`src/sv/hbk_pkg.sv`:
```
`timescale 1ns / 1ps
// Package for the HID boot keyboard report decoder.
// Holds sizes, the queue entry type and the usage-to-keycode table; no dependencies.
package hbk_pkg;

    localparam int KEY_SLOTS = 6;
    localparam int MOD_COUNT = 8;
    localparam int ROM_SIZE  = 252;
    localparam int EVT_COUNT = MOD_COUNT + 2 * KEY_SLOTS;
    localparam int EVT_W     = $clog2(EVT_COUNT);
    localparam int QDEPTH    = 2;
    localparam int QPTR_W    = $clog2(QDEPTH);
    localparam int QCNT_W    = $clog2(QDEPTH + 1);
    localparam logic [7:0] MOD_BASE = 8'd224;

    typedef struct packed {
        logic [EVT_COUNT-1:0]           mask;
        logic [MOD_COUNT-1:0]           mods;
        logic [KEY_SLOTS-1:0][7:0]      old_keys;
        logic [KEY_SLOTS-1:0][7:0]      new_keys;
    } t_entry;

    localparam logic [7:0] USAGE_ROM [0:ROM_SIZE-1] = '{
        8'd0,   8'd0,   8'd0,   8'd0,   8'd30,  8'd48,  8'd46,  8'd32,
        8'd18,  8'd33,  8'd34,  8'd35,  8'd23,  8'd36,  8'd37,  8'd38,
        8'd50,  8'd49,  8'd24,  8'd25,  8'd16,  8'd19,  8'd31,  8'd20,
        8'd22,  8'd47,  8'd17,  8'd45,  8'd21,  8'd44,  8'd2,   8'd3,
        8'd4,   8'd5,   8'd6,   8'd7,   8'd8,   8'd9,   8'd10,  8'd11,
        8'd28,  8'd1,   8'd14,  8'd15,  8'd57,  8'd12,  8'd13,  8'd26,
        8'd27,  8'd43,  8'd43,  8'd39,  8'd40,  8'd41,  8'd51,  8'd52,
        8'd53,  8'd58,  8'd59,  8'd60,  8'd61,  8'd62,  8'd63,  8'd64,
        8'd65,  8'd66,  8'd67,  8'd68,  8'd87,  8'd88,  8'd99,  8'd70,
        8'd119, 8'd110, 8'd102, 8'd104, 8'd111, 8'd107, 8'd109, 8'd106,
        8'd105, 8'd108, 8'd103, 8'd69,  8'd98,  8'd55,  8'd74,  8'd78,
        8'd96,  8'd79,  8'd80,  8'd81,  8'd75,  8'd76,  8'd77,  8'd71,
        8'd72,  8'd73,  8'd82,  8'd83,  8'd86,  8'd127, 8'd116, 8'd117,
        8'd183, 8'd184, 8'd185, 8'd186, 8'd187, 8'd188, 8'd189, 8'd190,
        8'd191, 8'd192, 8'd193, 8'd194, 8'd134, 8'd138, 8'd130, 8'd132,
        8'd128, 8'd129, 8'd131, 8'd137, 8'd133, 8'd135, 8'd136, 8'd113,
        8'd115, 8'd114, 8'd0,   8'd0,   8'd0,   8'd121, 8'd0,   8'd89,
        8'd93,  8'd124, 8'd92,  8'd94,  8'd95,  8'd0,   8'd0,   8'd0,
        8'd122, 8'd123, 8'd90,  8'd91,  8'd85,  8'd0,   8'd0,   8'd0,
        8'd0,   8'd0,   8'd0,   8'd0,   8'd0,   8'd0,   8'd0,   8'd0,
        8'd0,   8'd0,   8'd0,   8'd0,   8'd0,   8'd0,   8'd0,   8'd0,
        8'd0,   8'd0,   8'd0,   8'd0,   8'd0,   8'd0,   8'd0,   8'd0,
        8'd0,   8'd0,   8'd0,   8'd0,   8'd0,   8'd0,   8'd0,   8'd0,
        8'd0,   8'd0,   8'd0,   8'd0,   8'd0,   8'd0,   8'd0,   8'd0,
        8'd0,   8'd0,   8'd0,   8'd0,   8'd0,   8'd0,   8'd0,   8'd0,
        8'd0,   8'd0,   8'd0,   8'd0,   8'd0,   8'd0,   8'd0,   8'd0,
        8'd0,   8'd0,   8'd0,   8'd0,   8'd0,   8'd0,   8'd0,   8'd0,
        8'd0,   8'd0,   8'd0,   8'd0,   8'd0,   8'd0,   8'd0,   8'd0,
        8'd29,  8'd42,  8'd56,  8'd125, 8'd97,  8'd54,  8'd100, 8'd126,
        8'd164, 8'd166, 8'd165, 8'd163, 8'd161, 8'd115, 8'd114, 8'd113,
        8'd150, 8'd158, 8'd159, 8'd128, 8'd136, 8'd177, 8'd178, 8'd176,
        8'd142, 8'd152, 8'd173, 8'd140
    };

    function automatic logic [7:0] lookup(input logic [7:0] usage);
        logic [7:0] code;
        code = 8'd0;
        if (usage < 8'(ROM_SIZE)) begin
            code = USAGE_ROM[usage];
        end
        return code;
    endfunction

endpackage

```
`src/sv/hid_boot_keyboard_report_to_key_events_unit.sv`:
```
`timescale 1ns / 1ps
// Each report that differs from the previous one yields one key event per changed
// modifier bit and per slot change (release of the old usage if nonzero, then press of
// the new one if nonzero), at one event per cycle while the output is not stalled; the
// events come from the event walker in the back end. Reports that change nothing give
// no transaction. A two-entry queue lets new reports be taken while events are still
// going out. Top level; uses hbk_pkg, hbk_front, hbk_queue and hbk_back.
module hid_boot_keyboard_report_to_key_events_unit (
    input  logic        i_clk,
    input  logic        i_rst_n,
    input  logic        i_s_axis_tvalid,
    output logic        o_s_axis_tready,
    // modifier_bits [7:0], key_slot_0 .. key_slot_5 in the following bytes
    input  logic [55:0] i_s_axis_tdata,
    output logic        o_m_axis_tvalid,
    input  logic        i_m_axis_tready,
    // key_code [7:0], pressed [8], zero [15:9]
    output logic [15:0] o_m_axis_tdata,
    output logic        o_m_axis_tlast
);

    logic            push;
    logic            pop;
    logic            q_space;
    logic            q_valid;
    hbk_pkg::t_entry push_entry;
    hbk_pkg::t_entry head_entry;
    logic [7:0]      key_code;
    logic            pressed;

    hbk_front u_front (
        .i_clk   (i_clk),
        .i_rst_n (i_rst_n),
        .i_valid (i_s_axis_tvalid),
        .i_data  (i_s_axis_tdata),
        .i_space (q_space),
        .o_ready (o_s_axis_tready),
        .o_push  (push),
        .o_entry (push_entry)
    );

    hbk_queue u_queue (
        .i_clk   (i_clk),
        .i_rst_n (i_rst_n),
        .i_push  (push),
        .i_entry (push_entry),
        .i_pop   (pop),
        .o_space (q_space),
        .o_valid (q_valid),
        .o_entry (head_entry)
    );

    hbk_back u_back (
        .i_clk      (i_clk),
        .i_rst_n    (i_rst_n),
        .i_q_valid  (q_valid),
        .i_q_entry  (head_entry),
        .o_pop      (pop),
        .o_valid    (o_m_axis_tvalid),
        .i_ready    (i_m_axis_tready),
        .o_key_code (key_code),
        .o_pressed  (pressed),
        .o_last     (o_m_axis_tlast)
    );

    assign o_m_axis_tdata = {7'd0, pressed, key_code};

endmodule

```
`src/sv/hbk_front.sv`:
```
`timescale 1ns / 1ps
// Front end of the HID boot keyboard report decoder: holds the previous report,
// compares each new report with it and queues a change mask. Uses hbk_pkg.
module hbk_front (
    input  logic           i_clk,
    input  logic           i_rst_n,
    input  logic           i_valid,
    input  logic [55:0]    i_data,
    input  logic           i_space,
    output logic           o_ready,
    output logic           o_push,
    output hbk_pkg::t_entry o_entry
);

    logic [hbk_pkg::MOD_COUNT-1:0]          r_prev_mods;
    logic [hbk_pkg::KEY_SLOTS-1:0][7:0]     r_prev_keys;
    logic                                   accept;
    hbk_pkg::t_entry                        entry;

    assign o_ready = i_space;
    assign accept  = i_valid && i_space;

    always_comb begin
        entry          = '0;
        entry.mods     = i_data[hbk_pkg::MOD_COUNT-1:0];
        entry.old_keys = r_prev_keys;
        for (int m = 0; m < hbk_pkg::MOD_COUNT; m++) begin
            entry.mask[m] = i_data[m] ^ r_prev_mods[m];
        end
        for (int s = 0; s < hbk_pkg::KEY_SLOTS; s++) begin
            entry.new_keys[s] = i_data[8*(s+1) +: 8];
            entry.mask[hbk_pkg::MOD_COUNT + 2*s] =
                (entry.new_keys[s] != r_prev_keys[s]) && (r_prev_keys[s] != 8'd0);
            entry.mask[hbk_pkg::MOD_COUNT + 2*s + 1] =
                (entry.new_keys[s] != r_prev_keys[s]) && (entry.new_keys[s] != 8'd0);
        end
    end

    assign o_entry = entry;
    assign o_push  = accept && (entry.mask != '0);

    always_ff @(posedge i_clk) begin
        if (!i_rst_n) begin
            r_prev_mods <= '0;
            r_prev_keys <= '0;
        end else if (accept) begin
            r_prev_mods <= entry.mods;
            r_prev_keys <= entry.new_keys;
        end
    end

endmodule

```
`src/sv/hbk_queue.sv`:
```
`timescale 1ns / 1ps
// Short queue between the front and back ends of the report decoder.
// Stores hbk_pkg::t_entry words; depends on hbk_pkg.
module hbk_queue (
    input  logic            i_clk,
    input  logic            i_rst_n,
    input  logic            i_push,
    input  hbk_pkg::t_entry i_entry,
    input  logic            i_pop,
    output logic            o_space,
    output logic            o_valid,
    output hbk_pkg::t_entry o_entry
);

    hbk_pkg::t_entry                r_mem [hbk_pkg::QDEPTH];
    logic [hbk_pkg::QPTR_W-1:0]     r_wr_ptr;
    logic [hbk_pkg::QPTR_W-1:0]     r_rd_ptr;
    logic [hbk_pkg::QCNT_W-1:0]     r_count;
    logic [hbk_pkg::QCNT_W-1:0]     n_count;
    logic                           do_pop;

    assign o_space = (r_count != hbk_pkg::QCNT_W'(hbk_pkg::QDEPTH));
    assign o_valid = (r_count != '0);
    assign o_entry = r_mem[r_rd_ptr];
    assign do_pop  = i_pop && o_valid;

    always_comb begin
        n_count = r_count;
        if (i_push && !do_pop) begin
            n_count = r_count + 1'b1;
        end else if (!i_push && do_pop) begin
            n_count = r_count - 1'b1;
        end
    end

    always_ff @(posedge i_clk) begin
        if (i_push) begin
            r_mem[r_wr_ptr] <= i_entry;
        end
    end

    always_ff @(posedge i_clk) begin
        if (!i_rst_n) begin
            r_wr_ptr <= '0;
            r_rd_ptr <= '0;
            r_count  <= '0;
        end else begin
            r_count <= n_count;
            if (i_push) begin
                r_wr_ptr <= (r_wr_ptr == hbk_pkg::QPTR_W'(hbk_pkg::QDEPTH - 1)) ?
                            '0 : r_wr_ptr + 1'b1;
            end
            if (do_pop) begin
                r_rd_ptr <= (r_rd_ptr == hbk_pkg::QPTR_W'(hbk_pkg::QDEPTH - 1)) ?
                            '0 : r_rd_ptr + 1'b1;
            end
        end
    end

endmodule

```
`src/sv/hbk_back.sv`:
```
`timescale 1ns / 1ps
// Back end of the report decoder: walks the change mask of one queued entry and emits one
// key event per cycle, while the output is not stalled, through an output register. Uses hbk_pkg.
module hbk_back (
    input  logic            i_clk,
    input  logic            i_rst_n,
    input  logic            i_q_valid,
    input  hbk_pkg::t_entry i_q_entry,
    output logic            o_pop,
    output logic            o_valid,
    input  logic            i_ready,
    output logic [7:0]      o_key_code,
    output logic            o_pressed,
    output logic            o_last
);

    hbk_pkg::t_entry                r_work;
    logic                           r_busy;
    logic                           r_out_valid;
    logic [7:0]                     r_key_code;
    logic                           r_pressed;
    logic                           r_last;
    logic                           adv;
    logic                           fire;
    logic                           finish;
    logic                           load;
    logic [hbk_pkg::EVT_W-1:0]      idx;
    logic [hbk_pkg::EVT_W-1:0]      rel;
    logic [hbk_pkg::EVT_COUNT-1:0]  rest;
    logic [7:0]                     usage;
    logic                           level;

    assign adv    = !r_out_valid || i_ready;
    assign fire   = r_busy && adv;
    assign rest   = r_work.mask & (r_work.mask - 1'b1);
    assign finish = fire && (rest == '0);
    assign load   = (!r_busy || finish) && i_q_valid;
    assign o_pop  = load;

    always_comb begin
        idx = '0;
        for (int e = hbk_pkg::EVT_COUNT - 1; e >= 0; e--) begin
            if (r_work.mask[e]) begin
                idx = hbk_pkg::EVT_W'(e);
            end
        end
    end

    always_comb begin
        rel   = idx - hbk_pkg::EVT_W'(hbk_pkg::MOD_COUNT);
        usage = hbk_pkg::MOD_BASE + 8'(idx);
        level = r_work.mods[idx[2:0]];
        if (idx >= hbk_pkg::EVT_W'(hbk_pkg::MOD_COUNT)) begin
            usage = 8'd0;
            level = rel[0];
            for (int s = 0; s < hbk_pkg::KEY_SLOTS; s++) begin
                if (rel[hbk_pkg::EVT_W-1:1] == (hbk_pkg::EVT_W-1)'(s)) begin
                    usage = rel[0] ? r_work.new_keys[s] : r_work.old_keys[s];
                end
            end
        end
    end

    always_ff @(posedge i_clk) begin
        if (load) begin
            r_work <= i_q_entry;
        end else if (fire) begin
            r_work.mask <= rest;
        end
        if (fire) begin
            r_key_code <= hbk_pkg::lookup(usage);
            r_pressed  <= level;
            r_last     <= (rest == '0);
        end
    end

    always_ff @(posedge i_clk) begin
        if (!i_rst_n) begin
            r_busy      <= 1'b0;
            r_out_valid <= 1'b0;
        end else begin
            if (load) begin
                r_busy <= 1'b1;
            end else if (finish) begin
                r_busy <= 1'b0;
            end
            if (fire) begin
                r_out_valid <= 1'b1;
            end else if (i_ready) begin
                r_out_valid <= 1'b0;
            end
        end
    end

    assign o_valid    = r_out_valid;
    assign o_key_code = r_key_code;
    assign o_pressed  = r_pressed;
    assign o_last     = r_last;

    a_busy_has_work: assert property (@(posedge i_clk) disable iff (!i_rst_n)
        r_busy |-> (r_work.mask != '0))
        else $error("Busy back end holds an empty change mask.");

    a_fire_gives_output: assert property (@(posedge i_clk) disable iff (!i_rst_n)
        fire |=> r_out_valid)
        else $error("Event was issued but the output register is not valid.");

    a_load_while_free: assert property (@(posedge i_clk) disable iff (!i_rst_n)
        load |-> (!r_busy || finish))
        else $error("New entry loaded while the current one is unfinished.");

endmodule

```
`config.mk`:
```
export PLATFORM = sky130hd
export DESIGN_NAME = hid_boot_keyboard_report_to_key_events_unit
export DESIGN_NICKNAME = d
export VERILOG_FILES = /design/src/sv/hbk_pkg.sv /design/src/sv/hid_boot_keyboard_report_to_key_events_unit.sv /design/src/sv/hbk_front.sv /design/src/sv/hbk_queue.sv /design/src/sv/hbk_back.sv
export SDC_FILE = /design/constraint.sdc
export NUM_CORES = 1
export LEC_CHECK = 0
export ABC_CLOCK_PERIOD_IN_PS = 9400
export BUFFER_PORTS_ARGS = -buffer_cell sky130_fd_sc_hd__buf_2
export CORE_ASPECT_RATIO = 1.4
export CORE_MARGIN = 3
export CORE_UTILIZATION = 55
export CTS_CLUSTER_DIAMETER = 100
export DETAILED_ROUTE_END_ITERATION = 6
export GPL_TIMING_DRIVEN = 0
export PLACE_DENSITY = 0.73
export SETUP_SLACK_MARGIN = 0.15
export SYNTH_ARGS = -nofsm -noshare
export SYNTH_HDL_FRONTEND = slang
export SYNTH_SLANG_ARGS = --single-unit
```
`constraint.sdc`:
```
create_clock -name i_clk -period 9.4 [get_ports i_clk]
set_clock_uncertainty 0.05 [all_clocks]
set_input_delay 0 -clock i_clk [delete_from_list [all_inputs] [get_ports i_clk]]
set_output_delay 0 -clock i_clk [all_outputs]
set_load 0.02 [all_outputs]
```
==> metrics, run 1 <==
first-pass GRT wire length between 80,000 and 90,000 um; FF-to-FF path depth 16; Avg Cell Area, Syn 13.2 um^2; largest net degree at the start of global routing 71; Critical R2R Launch u_back.r_work[106]; Synth Area in XOR/XNOR about 2.7%; drt wl/cell between 20 and 30 um; EDFF count, synth 382; clock transition at the registers of the reported paths around 0.070 ns; largest stage delay on the critical path 0.90 ns; CP Max Fanout 15; status finished clean; final worst slack 2.43 ns; cell row count 82; Compound-Gate Fraction of Synth Area about an eighth; Power Density ~300 nW/um^2; Final HPWL DP between 40,000 and 50,000 um; Final Max Tran Viols 0; largest family of logic cells by synthesized area compound AO/OA/AOI/OAI gates; Setup WS pre-CTS between 2 and 3 ns; final antenna-violating net count 0; Hold Path Origin i_rst_n; DRC Markers 0; r2r setup slk 2.43 ns; register area between 10,000 and 15,000 um^2; TritonCTS clock tree done; critical path's most frequent cell clkbuf_1; RSZ-0062 raised after global routing false; RePlAce Congestion a little over 1; CP max-delay cell a2111oi_0; Total Power ~7000 uW; H-tree Lvls 2; sequential area share after synthesis a little under two thirds; Critical Path Start Type flip-flop; Total Neg Setup Slack 0 ns; height of the die around 230 um; antenna fix cells 0; Crit path required time slightly below 10 ns; Post-Synth Simple-Gate Area 10.3%; Post-CTS Resized 0; grt total ovfl 0; Hold Buf Count CTS 58; Die ar. 38,800 um^2; Slew headroom roughly an eighth; # setup viols final 0; First DRT Iteration DRCs approximately 1,300; Longest Clk Path Bufs 3; fill count 2,627; area of the multi-input gates ~6800 um^2; Yosys cell types 90; P_leak a little under 0.008 uW; mapped cell area approximately 20,000 um^2; layout cells sized above 1 roughly 19%; Worst Path Buf+Inv 4; critical path class flip-flop to flip-flop; final core area utilization roughly 64%; Hold Path Class input port to flip-flop; Starting Density a little under three fifths; GR Util All Layers between 20% and 30%; Final Hold Fails 0; Max Cap Violations 0; Post-Synthesis Cells between 1,500 and 2,000; Via density 6.18; WHS Endpoint u_front.o_entry[51]; Setup Fix Bufs, Post-CTS 0; initial antenna violation count 0; clk_lat worst skew around 0.55 ns; synth warn 0; final wirelength about 57,000 um; Die X 167 um; Tightest Pin Transition roughly 1.3 ns; critical path capture point type flip-flop; post-synthesis sequential element count 445; FMAX 143 MHz; vias roughly 14,000; num ports 79; clock sink count approximately 450; ys flop type edfxtp_1; I/O Buffers 70; clk root buf clkbuf_16; non-filler instance count after layout around 2,200; # nets final roughly 1,800; share of flip-flops with an asynchronous set or reset 0%; Tmin final between 6 and 7 ns; CP top delay family compound AO/OA/AOI/OAI gates; adder-cell share of the synthesized area about 1.1%; VDD IR-drop max a little under 0.2 mV; Tcrit/Tclk final between 70% and 80%; vias in the first global route 13,700; core footprint around 36,000 um^2; Reg-to-Reg End u_back.o_key_code[1]; mux cell area share after synthesis under 10%; cts bufs inserted between 40 and 50; area grow syn2layout 15.4%; Arr. time, crit path 7.20 ns; drt pass-1 iters 5; Cells after DPL ~2,100; Worst path depth 16; hold path depth 2; cell chain of the critical path clkbuf_1, a21oi_1, o211ai_2, buf_2, a311oi_1, o21ai_0, a2111oi_0, a2bb2oi_2, inv_1, ha_1, clkbuf_1, nand2_1, a221o_1, o31ai_1, o32ai_1, o211a_1
==> how the worst max path moves through the flow <==
| stage | start | to |
|---|---|---|
| final | u_back.r_work[106] | u_back.o_key_code[1] |
| after global routing | u_back.r_work[106] | u_back.o_key_code[1] |
| after CTS | u_back.r_work[106] | u_back.o_key_code[1] |
| after detailed placement | u_back.r_work[106] | u_back.o_key_code[1] |
| after global placement | u_front.o_entry[75] | u_queue.r_mem[0][82] |
| after floorplan | u_front.o_entry[53] | u_queue.r_mem[0][0] |
==> cells in the final DEF, fill, tap and decap left out, types with 34 or more instances in the layout <==
cell,Yosys,routed
clkbuf_16,0,41
a21oi_1,64,64
edfxtp_1,382,382
mux2_2,113,113
xnor2_1,52,52
dfxtp_1,63,63
nand2_1,172,172
a21boi_0,61,61
nor2_1,63,62
o21ai_0,50,50
buf_2,16,86
nand3_1,45,45
dlygate4sd3_1,0,58
nor4_1,34,34
clkbuf_1,44,54
==> where the power goes <==
group,internal [uW],switching (uW)
logic,837,1660
registers,2760,228
clock network,936,708
total,4540,2600
==> synthesized netlist by cell type, types with 27 or more instances <==
master,n,area share (%)
nand2_1,172,3.2
mux2i_1,27,1.3
nor4_1,34,1.1
mux2_2,113,6.4
nand3_1,45,1.1
nor2_1,63,1.2
xnor2_1,52,2.3
dfxtp_1,63,6.3
a21boi_0,61,2.3
a21oi_1,64,1.6
clkbuf_1,44,0.82
o21ai_0,50,1.2
edfxtp_1,382,57
==> kinds of logic after synthesis <==
group                    count (synthesis)
XOR/XNOR                                61
adder cells (fa/ha/maj)                 18
AND/OR/NAND/NOR                        420
flip-flops                             445
other                                    1
multiplexers                           143
AO/OA/AOI/OAI                          330
buffers and inverters                  105
==> cell type report <==
type	count	area share [%]
buffer	95	2.13
multi-input combinational	979	29.5
inverter	10	0.173
timing repair buffer	136	4.88
clock inverter	20	0.866
clock buffer	56	4.90
tap	462	2.50
sequential	445	55.1
==> metrics by stage <==
step / instance area (um^2) / hold slack [ns]
floorplan: 20100 / 0.0489
global route: 23100 / 0.0984
global placement: 21000 / 0.177
CTS: 23100 / 0.0685
finish: 23100 / 0.0664
detailed placement: 21200 / 0.189
==> flip-flops by register name (all words and copies together), names as in the netlist, named ones only <==
name	count
u_front.o_entry	48
u_back.o_last	1
u_back.o_pressed	1
u_back.r_busy	1
u_front.r_prev_mods	8
u_back.o_key_code	8
u_queue.r_wr_ptr	1
u_queue.r_count	2
u_queue.r_mem	248
u_queue.r_rd_ptr	1
u_back.r_work	124
u_back.o_valid	1
==> routing by layer <==
metal  track usage (%)  share of wire, %
met1              34.3                37
met4              15.5               6.3
met2              52.5                52
met5                 0                 0
met3              3.59               4.9
No activity file was read; power rests on OpenSTA's default activity.
==> inputs of run 2 (changes only) <==
ABC_CLOCK_PERIOD_IN_PS = 6400   (was 9400)
PLACE_DENSITY = 0.76   (was 0.73)
clock period = 6.4 ns   (was 9.4 ns; I/O delays follow)
==> metrics, run 2 (same netlist as run 1, synthesis figures left out) <==
final worst slack between 0.3 and 0.4 ns; critical path capture point type flip-flop; most common cell after layout, fill and taps aside edfxtp_1; layout cells sized above 1 approximately a fifth; H-tree Lvls 2; r2r setup slk around 0.32 ns; RSZ-0062 raised after global routing false; final wirelength ~57,000 um; Slew headroom approximately 15%; largest stage delay on the critical path between 0.5 and 0.6 ns; cell row count roughly 80; Tcrit/Tclk final a little over nine tenths; Tmin final between 6 and 7 ns; GR Util All Layers ~29%; clock transition at the registers of the reported paths around 0.070 ns; FF-to-FF path depth 19; met3 Use GR 4.10%; vias in the first global route between 10,000 and 15,000; max FFs per register roughly 250; clock sink count 445; TritonCTS clock tree done; Area after DPL roughly 21,000 um^2; core footprint approximately 36,000 um^2; Hold Path Origin i_s_axis_tdata[22]; initial antenna violation count 0; Total Neg Setup Slack 0 ns; Crit path required time between 6 and 7 ns; fill count between 2,000 and 3,000; final hold slack about 0.18 ns; met1 usage about a third; Worst setup endpoint u_back.o_key_code[3]; Longest Clk Path Bufs 3; vias around 14,000; antenna fix cells 0; met2 usage slightly above 50%; I/O Buffers 70; num ports a little under 80; Tightest Pin Transition around 1.3 ns; first-pass GRT wire length 86,500 um; Arr. time, crit path 6.33 ns; final antenna-violating net count 0; Final HPWL DP approximately 40,000 um; Die X around 170 um; P_leak 0.00782 uW; Total Power between 10,000 and 15,000 uW; Power Density 456 nW/um^2; Max Cap Violations 0; VDD IR-drop max 0.305 mV; Setup WS pre-CTS -0.0141 ns; fin area roughly 23,000 um^2; CP Max Fanout 14; commonest non-fill, non-tap cells in the layout 382 x edfxtp_1, 172 x nand2_1, 113 x mux2_2; Hold Path Class input port to flip-flop; height of the die 232 um; # setup viols final 0; Critical Path Start Type flip-flop; clk_lat worst skew approximately 0.55 ns; drt pass-1 iters 5; Worst Setup SP u_back.r_work[117]; area grow syn2layout 15.5%; RePlAce Congestion roughly 0.99; clk root buf clkbuf_16; Starting Density 55.8%; drt wl/cell 26.0 um; critical path's most frequent cell buf_2; GRT Max-Usage Layer met2; critical path class flip-flop to flip-flop; Critical R2R Launch u_back.r_work[117]; First DRT Iteration DRCs about 1,400; grt total ovfl 0; Die ar. just under 40,000 um^2; Final Max Tran Viols 0; cts bufs inserted 40; cell chain of the critical path nor2b_1, or4_1, buf_2, o211ai_2, buf_2, a21boi_0, o31ai_1, o311ai_1, a31o_2, buf_2, inv_1, ha_1, clkbuf_1, inv_1, nor3_2, a311oi_1, nor4_1, nand3_1, o211a_1; Via density 6.32; CP max-delay cell edfxtp_1; largest net degree at the start of global routing 72; FMAX ~160 MHz; Final Hold Fails 0; status finished clean; # nets final ~1,800; Biggest register u_queue.r_mem; DRC Markers 0; Reg-to-Reg End u_back.o_key_code[3]
==> run 2: worst min-delay path by stage <==
stage,end,slack [ns],cells after the start
2_1_floorplan,u_queue.r_mem[0][0],0.05,0
3_3_place_gp,u_queue.r_mem[1][100],0.18,1
3_5_place_dp,u_queue.r_mem[1][96],0.19,1
4_1_cts,u_queue.r_mem[1][100],0.16,2
5_1_grt,u_queue.r_mem[0][97],0.18,2
6_report,u_queue.r_mem[1][14],0.18,2
==> run 2: stage by stage <==
| stage | utilization (%) | cells |
|---|---|---|
| 3_5_place_dp | 59.0 | 2068 |
| 2_1_floorplan | - | 1529 |
| 5_1_grt | 64.5 | 2203 |
| 6_report | 64.5 | 2203 |
| 4_1_cts | 64.4 | 2203 |
| 3_3_place_gp | 58.5 | 2061 |
==> run 2: power breakdown <==
part | internal, uW | leakage (uW) | switching [uW]
clock network | 1420 | 0.000661 | 1050
logic | 1230 | 0.00306 | 2440
registers | 4060 | 0.00409 | 342
==> run 2: routing by layer <==
layer	up-vias	wire length, um	share of wire (%)
met1	6896	20400	36
li1	6193	-	-
met4	0	3740	6.5
met5	-	0	0
met3	192	3430	6.0
met2	647	29700	52
==> run 2: cell type report <==
cell class / instances / area [um^2] / share of cell area, %
well taps: 462 / 578 / 2.50
flip-flops and latches: 445 / 12700 / 55.0
multi-input cells: 979 / 6820 / 29.4
plain buffers: 95 / 497 / 2.15
inverters: 10 / 40.0 / 0.173
repair buffers: 138 / 1130 / 4.86
clock inverters: 26 / 319 / 1.38
clock buffers: 48 / 1040 / 4.50
==> run 2: worst max-delay path: cells and delay by family (launching register included) <==
kind | cells | cell delay (ns)
flip-flops | 1 | 0.52
adder cells (fa/ha/maj) | 1 | 0.22
buffers and inverters | 6 | 1.79
AO/OA/AOI/OAI | 7 | 1.85
AND/OR/NAND/NOR | 5 | 1.40
==> run 2: what timing repair did <==
action / 4_1_cts / 5_1_grt
endpoints found under the hold margin: 186 / 0
pin swaps: 1 / 0
resized for setup: 0 / 10
gates cloned: 0 / 0
hold buffers: 59 / 0
setup buffers: 2 / 0
endpoints found under the setup margin: 2 / 4
